<file path="src/sv/ardq_pkg.sv">
`timescale 1ns / 1ps

package ardq_pkg;

  // Command codes carried by each input item.
  localparam logic [1:0] CMD_PUSH_FRONT = 2'd0;
  localparam logic [1:0] CMD_PUSH_BACK  = 2'd1;
  localparam logic [1:0] CMD_POP_FRONT  = 2'd2;
  localparam logic [1:0] CMD_POP_BACK   = 2'd3;

  // Status codes returned with each result item.
  localparam logic [1:0] ST_OK        = 2'd0;
  localparam logic [1:0] ST_EMPTY     = 2'd1;
  localparam logic [1:0] ST_NO_FRONT  = 2'd2;
  localparam logic [1:0] ST_FULL_BACK = 2'd3;

  // Fixed widths of the channel fields.
  localparam int CMD_W    = 2;
  localparam int VALUE_W  = 32;
  localparam int STATUS_W = 2;
  localparam int COUNT_W  = 5;

  // Commands from the controller to the datapath.
  typedef struct packed {
    logic cap;   // capture the accepted item and start the memory read
    logic exec;  // apply the item and load the result register
  } ctl_t;

endpackage

</file>
<file path="src/sv/ardq_ctrl.sv">
`timescale 1ns / 1ps

module ardq_ctrl (
  input  logic          clk,
  input  logic          rst_n,
  input  logic          in_valid,
  output logic          in_stall,
  output logic          out_valid,
  input  logic          out_stall,
  output ardq_pkg::ctl_t ctl
);
  import ardq_pkg::*;

  typedef enum logic {
    S_IDLE,
    S_FIN
  } state_t;

  state_t state_r;
  state_t state_nxt;
  logic   out_valid_r;
  logic   out_valid_nxt;
  logic   fire;

  assign in_stall  = !rst_n || (state_r != S_IDLE);
  assign out_valid = out_valid_r;

  // The result register may be loaded when it is empty or being drained.
  assign fire = (state_r == S_FIN) && (!out_valid_r || !out_stall);

  always_comb begin
    ctl.cap       = 1'b0;
    ctl.exec      = 1'b0;
    state_nxt     = state_r;
    out_valid_nxt = out_valid_r && out_stall;
    unique case (state_r)
      S_IDLE: begin
        if (in_valid && !in_stall) begin
          ctl.cap   = 1'b1;
          state_nxt = S_FIN;
        end
      end
      S_FIN: begin
        if (fire) begin
          ctl.exec      = 1'b1;
          out_valid_nxt = 1'b1;
          state_nxt     = S_IDLE;
        end
      end
      default: state_nxt = S_IDLE;
    endcase
  end

  always_ff @(posedge clk) begin
    if (!rst_n) begin
      state_r     <= S_IDLE;
      out_valid_r <= 1'b0;
    end else begin
      state_r     <= state_nxt;
      out_valid_r <= out_valid_nxt;
    end
  end

  a_cap_then_fin: assert property (@(posedge clk) disable iff (!rst_n)
    ctl.cap |=> state_r == S_FIN)
    else $error("captured item did not move to the finish state");

  a_exec_gives_result: assert property (@(posedge clk) disable iff (!rst_n)
    ctl.exec |=> out_valid_r)
    else $error("executed item produced no result");

  a_no_overwrite: assert property (@(posedge clk) disable iff (!rst_n)
    (out_valid_r && out_stall) |-> !ctl.exec)
    else $error("result register loaded while a stalled result waits");

endmodule

</file>
<file path="src/sv/ardq_dpath.sv">
`timescale 1ns / 1ps

module ardq_dpath #(
  parameter int DEPTH      = 16,
  parameter int DATA_WIDTH = 32
) (
  input  logic                            clk,
  input  logic                            rst_n,
  input  ardq_pkg::ctl_t                  ctl,
  input  logic [ardq_pkg::CMD_W-1:0]      in_cmd,
  input  logic signed [ardq_pkg::VALUE_W-1:0] in_value,
  output logic [ardq_pkg::STATUS_W-1:0]   out_status,
  output logic signed [ardq_pkg::VALUE_W-1:0] out_removed,
  output logic [ardq_pkg::COUNT_W-1:0]    out_count
);
  import ardq_pkg::*;

  localparam int AW = $clog2(DEPTH);
  localparam int VW = (DATA_WIDTH > VALUE_W) ? DATA_WIDTH : VALUE_W;
  localparam int CW = (AW + 1 > COUNT_W) ? AW + 1 : COUNT_W;

  logic [DATA_WIDTH-1:0] mem [DEPTH];

  logic [AW-1:0]         head_r, head_nxt;
  logic [AW-1:0]         tail_r, tail_nxt;
  logic                  empty_r, empty_nxt;
  logic [CMD_W-1:0]      cmd_r;
  logic [DATA_WIDTH-1:0] wd_r;
  logic [DATA_WIDTH-1:0] rd_q;

  logic [STATUS_W-1:0]       status_r;
  logic signed [VALUE_W-1:0] removed_r;
  logic [COUNT_W-1:0]        count_r;

  logic [AW-1:0]         raddr;
  logic [AW-1:0]         waddr;
  logic                  we;
  logic                  pop_ok;
  logic [STATUS_W-1:0]   st;
  logic [VW-1:0]         val_ext;
  logic signed [VW-1:0]  rd_ext;
  logic [CW-1:0]         cnt_w;

  // Incoming values keep only their low DATA_WIDTH bits.
  assign val_ext = VW'($unsigned(in_value));
  // Popped elements are sign-extended back to the field width.
  assign rd_ext  = VW'($signed(rd_q));

  assign raddr = (in_cmd == CMD_POP_FRONT) ? head_r : tail_r;

  always_comb begin
    head_nxt  = head_r;
    tail_nxt  = tail_r;
    empty_nxt = empty_r;
    st        = ST_OK;
    pop_ok    = 1'b0;
    we        = 1'b0;
    waddr     = head_r;
    unique case (cmd_r) inside
      CMD_PUSH_FRONT, CMD_PUSH_BACK: begin
        if (empty_r) begin
          head_nxt  = '0;
          tail_nxt  = '0;
          empty_nxt = 1'b0;
          we        = 1'b1;
          waddr     = '0;
        end else if (cmd_r == CMD_PUSH_FRONT) begin
          if (head_r == '0) begin
            st = ST_NO_FRONT;
          end else begin
            head_nxt = head_r - AW'(1);
            we       = 1'b1;
            waddr    = head_r - AW'(1);
          end
        end else begin
          if (tail_r == AW'(DEPTH - 1)) begin
            st = ST_FULL_BACK;
          end else begin
            tail_nxt = tail_r + AW'(1);
            we       = 1'b1;
            waddr    = tail_r + AW'(1);
          end
        end
      end
      CMD_POP_FRONT, CMD_POP_BACK: begin
        if (empty_r) begin
          st = ST_EMPTY;
        end else begin
          pop_ok = 1'b1;
          if (head_r == tail_r) begin
            head_nxt  = '0;
            tail_nxt  = '0;
            empty_nxt = 1'b1;
          end else if (cmd_r == CMD_POP_FRONT) begin
            head_nxt = head_r + AW'(1);
          end else begin
            tail_nxt = tail_r - AW'(1);
          end
        end
      end
      default: st = ST_OK;
    endcase
  end

  assign cnt_w = empty_nxt ? '0 : (CW'(tail_nxt) - CW'(head_nxt) + CW'(1));

  // Element store; the read for a pop is issued when the item is accepted.
  always_ff @(posedge clk) begin
    if (ctl.exec && we) begin
      mem[waddr] <= wd_r;
    end
    if (ctl.cap) begin
      rd_q <= mem[raddr];
    end
  end

  always_ff @(posedge clk) begin
    if (ctl.cap) begin
      cmd_r <= in_cmd;
      wd_r  <= val_ext[DATA_WIDTH-1:0];
    end
    if (ctl.exec) begin
      status_r  <= st;
      removed_r <= pop_ok ? rd_ext[VALUE_W-1:0] : '0;
      count_r   <= cnt_w[COUNT_W-1:0];
    end
  end

  always_ff @(posedge clk) begin
    if (!rst_n) begin
      head_r  <= '0;
      tail_r  <= '0;
      empty_r <= 1'b1;
    end else if (ctl.exec) begin
      head_r  <= head_nxt;
      tail_r  <= tail_nxt;
      empty_r <= empty_nxt;
    end
  end

  assign out_status  = status_r;
  assign out_removed = removed_r;
  assign out_count   = count_r;

  a_order: assert property (@(posedge clk) disable iff (!rst_n)
    !empty_r |-> head_r <= tail_r)
    else $error("head index passed tail index");

  a_empty_idx: assert property (@(posedge clk) disable iff (!rst_n)
    empty_r |-> (head_r == '0) && (tail_r == '0))
    else $error("empty deque with nonzero indices");

  a_idx_hold: assert property (@(posedge clk) disable iff (!rst_n)
    !$past(ctl.exec) |-> $stable(head_r) && $stable(tail_r) && $stable(empty_r))
    else $error("indices changed without an executed item");

endmodule

</file>
<file path="src/sv/array_double_ended_queue.sv">
// Linear, non-wrapping double-ended queue held in a DEPTH-entry array.
// Input channel: in_valid/in_stall with in_cmd (push front, push back,
// pop front, pop back) and in_value, the element to push. Result channel:
// out_valid/out_stall with out_status, out_removed (the popped element,
// sign-extended, or zero) and out_count, the element count after the item.
// Every accepted item gives exactly one result item.
// An item is taken in the idle state and the element store is read as
// it is captured; the finish state then applies the item and loads the
// result register, which raises out_valid. The block holds one item at
// a time: a new item is taken only after the previous one has passed
// the registered store read and the update step.
// While the receiver stalls, the result stays in the output register; one
// further item may be accepted, and it waits in the update step until the
// register is drained.
// Synchronous reset empties the queue and clears any result in flight;
// in_stall is high during reset. No clearing pass is needed.
`timescale 1ns / 1ps

module array_double_ended_queue #(
  parameter int DEPTH      = 16,
  parameter int DATA_WIDTH = 32
) (
  input  logic                                clk,
  input  logic                                rst_n,
  input  logic                                in_valid,
  output logic                                in_stall,
  input  logic [ardq_pkg::CMD_W-1:0]          in_cmd,
  input  logic signed [ardq_pkg::VALUE_W-1:0] in_value,
  output logic                                out_valid,
  input  logic                                out_stall,
  output logic [ardq_pkg::STATUS_W-1:0]       out_status,
  output logic signed [ardq_pkg::VALUE_W-1:0] out_removed,
  output logic [ardq_pkg::COUNT_W-1:0]        out_count
);
  import ardq_pkg::*;

  ctl_t ctl;

  ardq_ctrl u_ctrl (
    .clk       (clk),
    .rst_n     (rst_n),
    .in_valid  (in_valid),
    .in_stall  (in_stall),
    .out_valid (out_valid),
    .out_stall (out_stall),
    .ctl       (ctl)
  );

  ardq_dpath #(
    .DEPTH      (DEPTH),
    .DATA_WIDTH (DATA_WIDTH)
  ) u_dpath (
    .clk         (clk),
    .rst_n       (rst_n),
    .ctl         (ctl),
    .in_cmd      (in_cmd),
    .in_value    (in_value),
    .out_status  (out_status),
    .out_removed (out_removed),
    .out_count   (out_count)
  );

endmodule
</file>
<file path="config.mk">
export PLATFORM = sky130hd
export DESIGN_NAME = array_double_ended_queue
export DESIGN_NICKNAME = d
export VERILOG_FILES = /design/src/sv/ardq_pkg.sv /design/src/sv/ardq_ctrl.sv /design/src/sv/ardq_dpath.sv /design/src/sv/array_double_ended_queue.sv
export SDC_FILE = /design/constraint.sdc
export NUM_CORES = 1
export LEC_CHECK = 0
export ABC_AREA = 0
export BUFFER_PORTS_ARGS = -buffer_cell sky130_fd_sc_hd__buf_4
export CAP_MARGIN = 20
export CORE_MARGIN = 2
export CORE_UTILIZATION = 60
export CTS_CLUSTER_DIAMETER = 80
export DETAILED_ROUTE_END_ITERATION = 7
export HOLD_SLACK_MARGIN = 0.15
export PLACE_DENSITY = 0.85
export SYNTH_ARGS = -nofsm -noshare
export SYNTH_HDL_FRONTEND = slang
export SYNTH_HIERARCHICAL = 1
export SYNTH_SLANG_ARGS = --single-unit
</file>
<file path="constraint.sdc">
create_clock -name clk -period 8.7 [get_ports clk]
set_input_delay 1.305 -clock clk [delete_from_list [all_inputs] [get_ports clk]]
set_output_delay 1.305 -clock clk [all_outputs]
set_load 0.005 [all_outputs]
</file>
==> summary.txt <==
Floorplanning
  • Die width: 208 µm
  • Die span in y: 208 µm
  • Starting Density: 60.9%
  • Core area: 0.0409 mm²
  • Ports: 79
  • # rows: 74
  • Die ar.: 0.0432 mm²

Timing
  • Final hold vios: 0
  • Worst Skew: 18.6 ps
  • Slew at the pin closest to its max-slew limit: 1180 ps
  • Fmax: 0.224 GHz
  • Pins Over Slew Limit: 0
  • RSZ-0062 raised after global routing: false
  • Setup TNS Final: 0 ps
  • Fin crit share: 51.4%
  • Setup-failing EPs final: 0
  • Rel. slew slack: 20.8%
  • Min cycle time layout: 4470 ps
  • Setup ws final: 4230 ps

Min path
  • Hold endpoint: u_dpath/out_removed[17]
  • Hold Crit Start: u_dpath/rd_ext[17]
  • Hold Crit Depth: 1
  • Worst min-delay path category: reg2reg

Worst setup path
  • Crit path max-delay cell type: nor3_2
  • Crit path cell chain: buf_4 > ha_1 > nand3_1 > nor3b_1 > a31oi_1 > nand4_1 > nor3_2 > buf_4
  • Crit path DAT: 4740 ps
  • CP max stage delay: 1060 ps
  • Startpoint class of the critical path: flip-flop
  • Cell family with most CP delay: simple AND/OR/NAND/NOR gates
  • CP most frequent cell: buf_4
  • FF-to-FF setup slack: 4230 ps
  • Buf+Inv Stages, Crit Path: 2
  • Reg2reg start: u_dpath/tail_r[0]
  • Worst Setup End Kind: flip-flop
  • Max FO, Critical Path: 36
  • Cell count of the worst reg-to-reg path: 8
  • Critical path class: reg2reg
  • R2R Path End: u_dpath/mem[15][24]
  • CP Data Required Time: 8960 ps

Clocking
  • Clk sinks: 628
  • Post-CTS resize count: 0
  • Hold_buf cts: 0
  • CTS tree: yes
  • Clk root buf: clkbuf_16
  • Setup Fix Bufs, Post-CTS: 0
  • CTS H-tree depth: 2
  • Max clock buf depth: 3
  • CTS clk-pin slew, worst paths: 60 ps
  • CTS Buf Count: 58
  • Clock latency at the later pin of the worst-skew pair: 620 ps

Routing
  • Wire length per cell: 28.3 µm
  • DRT iter0 DRCs: 2420
  • Routed Antenna Nets: 0
  • Via count: 15300
  • Final wirelength: 62.6 mm
  • Routed vias/inst: 6.90
  • DR DRC count: 0
  • DRT Pass-1 Iters: 6

Layout
  • Final core occ: 68.8%
  • Area Overhead vs Synth: 12.8%
  • Finished Layout Cells: 2212
  • # diodes: 0
  • Final nets: 1682
  • Share of layout cells above drive strength 1: 17.6%
  • Fill cells: 2522

GRT
  • First-pass GRT wire length: 93.7 mm
  • Largest net degree at the start of global routing: 59
  • Grt ovf: 0
  • Initial antenna violation count: 2
  • Number of global-route vias before repair: 15500
  • GR Util All Layers: 28.9%

Place
  • DP Cell Count: 2101
  • IO Port Bufs: 78
  • Post-DP HPWL: 33.9 mm
  • GP Congestion: 0.890
  • Place WS: 3880 ps

Logic synthesis
  • Largest area contributor in the netlist: edfxtp_1
  • Ys async rst share: 0%
  • Syn Inst Count: 1543
  • Synthesis Warnings: 6
  • Synth top area cells: edfxtp_1 (74%), mux2i_1 (2.2%), nand2_1 (2.1%)
  • Synth cell types: 73
  • Top cell type's share of synthesized area: 74.3%
  • #FFs+latches synth: 628
  • Post-Syn Nets: 1593
  • Sequential fraction of the synthesis area: 75.2%
  • Syn avg cell area: 16.2 µm²
  • EDFF count, synth: 617
  • Most common flop cell mapped by yosys: edfxtp_1
  • Synth Cell Area: 0.0249 mm²

Pwr
  • Tot Pwr: 6.00 mW
  • PwrDens: 213 mW/mm²
  • Worst vdd ir: 168 µV
  • Leak: 9.26 nW

Job
  • Max-cap viol count: 0

Run status
  • Status: complete, no violations
-- cell usage in the layout (no fill, tap or decap), types with 14 or more instances in the layout --
cell,Yosys,final
nor2b_1,29,27
nor2_1,23,18
nand2b_1,16,15
and3_1,15,15
clkinv_1,1,14
o22ai_1,25,25
a2bb2oi_1,19,18
mux2i_1,56,52
o221ai_1,42,42
a211oi_1,55,55
edfxtp_1,617,617
buf_4,6,126
nand2_1,142,142
clkbuf_16,0,58
mux4_2,23,23
and2_1,33,33
o41ai_1,17,17
a31oi_1,15,14
a31o_2,17,17
o21ai_0,39,39
a21oi_1,38,37
inv_1,43,43
-- flip-flops by register name, summed over array words and instances, names as in the netlist, 2 cells and up --
register	count
u_dpath/cmd_r	2
u_dpath/head_r	4
u_dpath/mem	512
u_dpath/out_count	5
u_dpath/out_removed	32
u_dpath/out_status	2
u_dpath/rd_ext	32
u_dpath/tail_r	4
u_dpath/wd_r	32
-- worst reg2reg max path: cells and delay by family, from the launching register on --
family	cells	cell delay (ps)
buf+inv	2	990
compound gates	1	260
fa+ha+maj	1	530
simple gates	4	2020
flops	1	320
-- per-layer routing --
metal	wire, µm	vias to the layer above	global-route usage, %
met5	13	-	0
met2	29900	1242	45.6
met3	7900	245	6.79
li1	-	6331	-
met4	2810	2	13.4
met1	22100	7449	38.5
-- metrics by stage --
stage,cell area [µm²],hold WS [ps]
finish,28100,516
detailed placement,26300,503
CTS,28100,518
global placement,26300,501
global route,28100,532
floorplan,24900,497
-- cell families after synthesis --
logic type | Yosys count | share of synthesized area [%]
flip-flops | 628 | 75.2
AO/OA/AOI/OAI | 346 | 10.3
buffers and inverters | 144 | 2.53
multiplexers | 85 | 4.61
XOR/XNOR | 8 | 0.281
adder cells (fa/ha/maj) | 12 | 0.632
AND/OR/NAND/NOR | 320 | 6.45
-- final cells by class --
cell class              instances  area (µm²)  area share [%]
inverters                      44         165           0.587
flip-flops and latches        628       18700            66.6
well taps                     532         666            2.37
clock buffers                  70        1500            5.32
multi-input cells             771        5750            20.4
clock inverters                38         317            1.12
repair buffers                129        1000            3.55
-- where the power goes --
group	switching, mW	internal (mW)	leakage [nW]
Combinational	0.105	0.0702	2.70
Clock	1.09	1.35	0.875
Sequential	0.0394	3.34	5.69
-- synth_stat cells, types with 4 or more instances --
| cell | count |
|---|---|
| mux2i_1 | 56 |
| o41ai_1 | 17 |
| inv_1 | 43 |
| nor2_1 | 23 |
| o211ai_1 | 9 |
| a311o_1 | 8 |
| o32ai_1 | 13 |
| buf_4 | 6 |
| o21ai_0 | 39 |
| a221o_1 | 8 |
| nor3_1 | 18 |
| a21o_1 | 4 |
| mux2_2 | 5 |
| a31o_2 | 17 |
| a2bb2oi_1 | 19 |
| a32oi_1 | 5 |
| o22ai_1 | 25 |
| edfxtp_1 | 617 |
| xor2_1 | 6 |
| or4_1 | 7 |
| buf_2 | 36 |
| a211o_1 | 4 |
| mux4_2 | 23 |
| nand2_1 | 142 |
| nand3_1 | 9 |
| o221ai_1 | 42 |
| clkbuf_1 | 46 |
| a21oi_1 | 38 |
| nor4_1 | 6 |
| a211oi_1 | 55 |
| nor2b_1 | 29 |
| nand4_1 | 4 |
| and3_1 | 15 |
| ha_1 | 11 |
| and2_1 | 33 |
| and3b_1 | 4 |
| dfxtp_1 | 11 |
| buf_1 | 9 |
| a31oi_1 | 15 |
| nand2b_1 | 16 |
| o21a_1 | 4 |
-- worst max path at each step --
stage	end	slack, ps	start	depth (start not counted)
final	u_dpath/mem[15][24]	4230	u_dpath/tail_r[0]	8
after CTS	u_dpath/mem[15][24]	4330	u_dpath/tail_r[0]	8
after detailed placement	u_dpath/mem[15][6]	3880	out_stall	6
after global placement	u_dpath/rd_ext[30]	3810	in_cmd[0]	9
after global routing	u_dpath/mem[15][24]	4110	u_dpath/tail_r[0]	8
after floorplan	u_dpath/mem[13][0]	1010	out_stall	5
(Power assumes the default switching activity.)
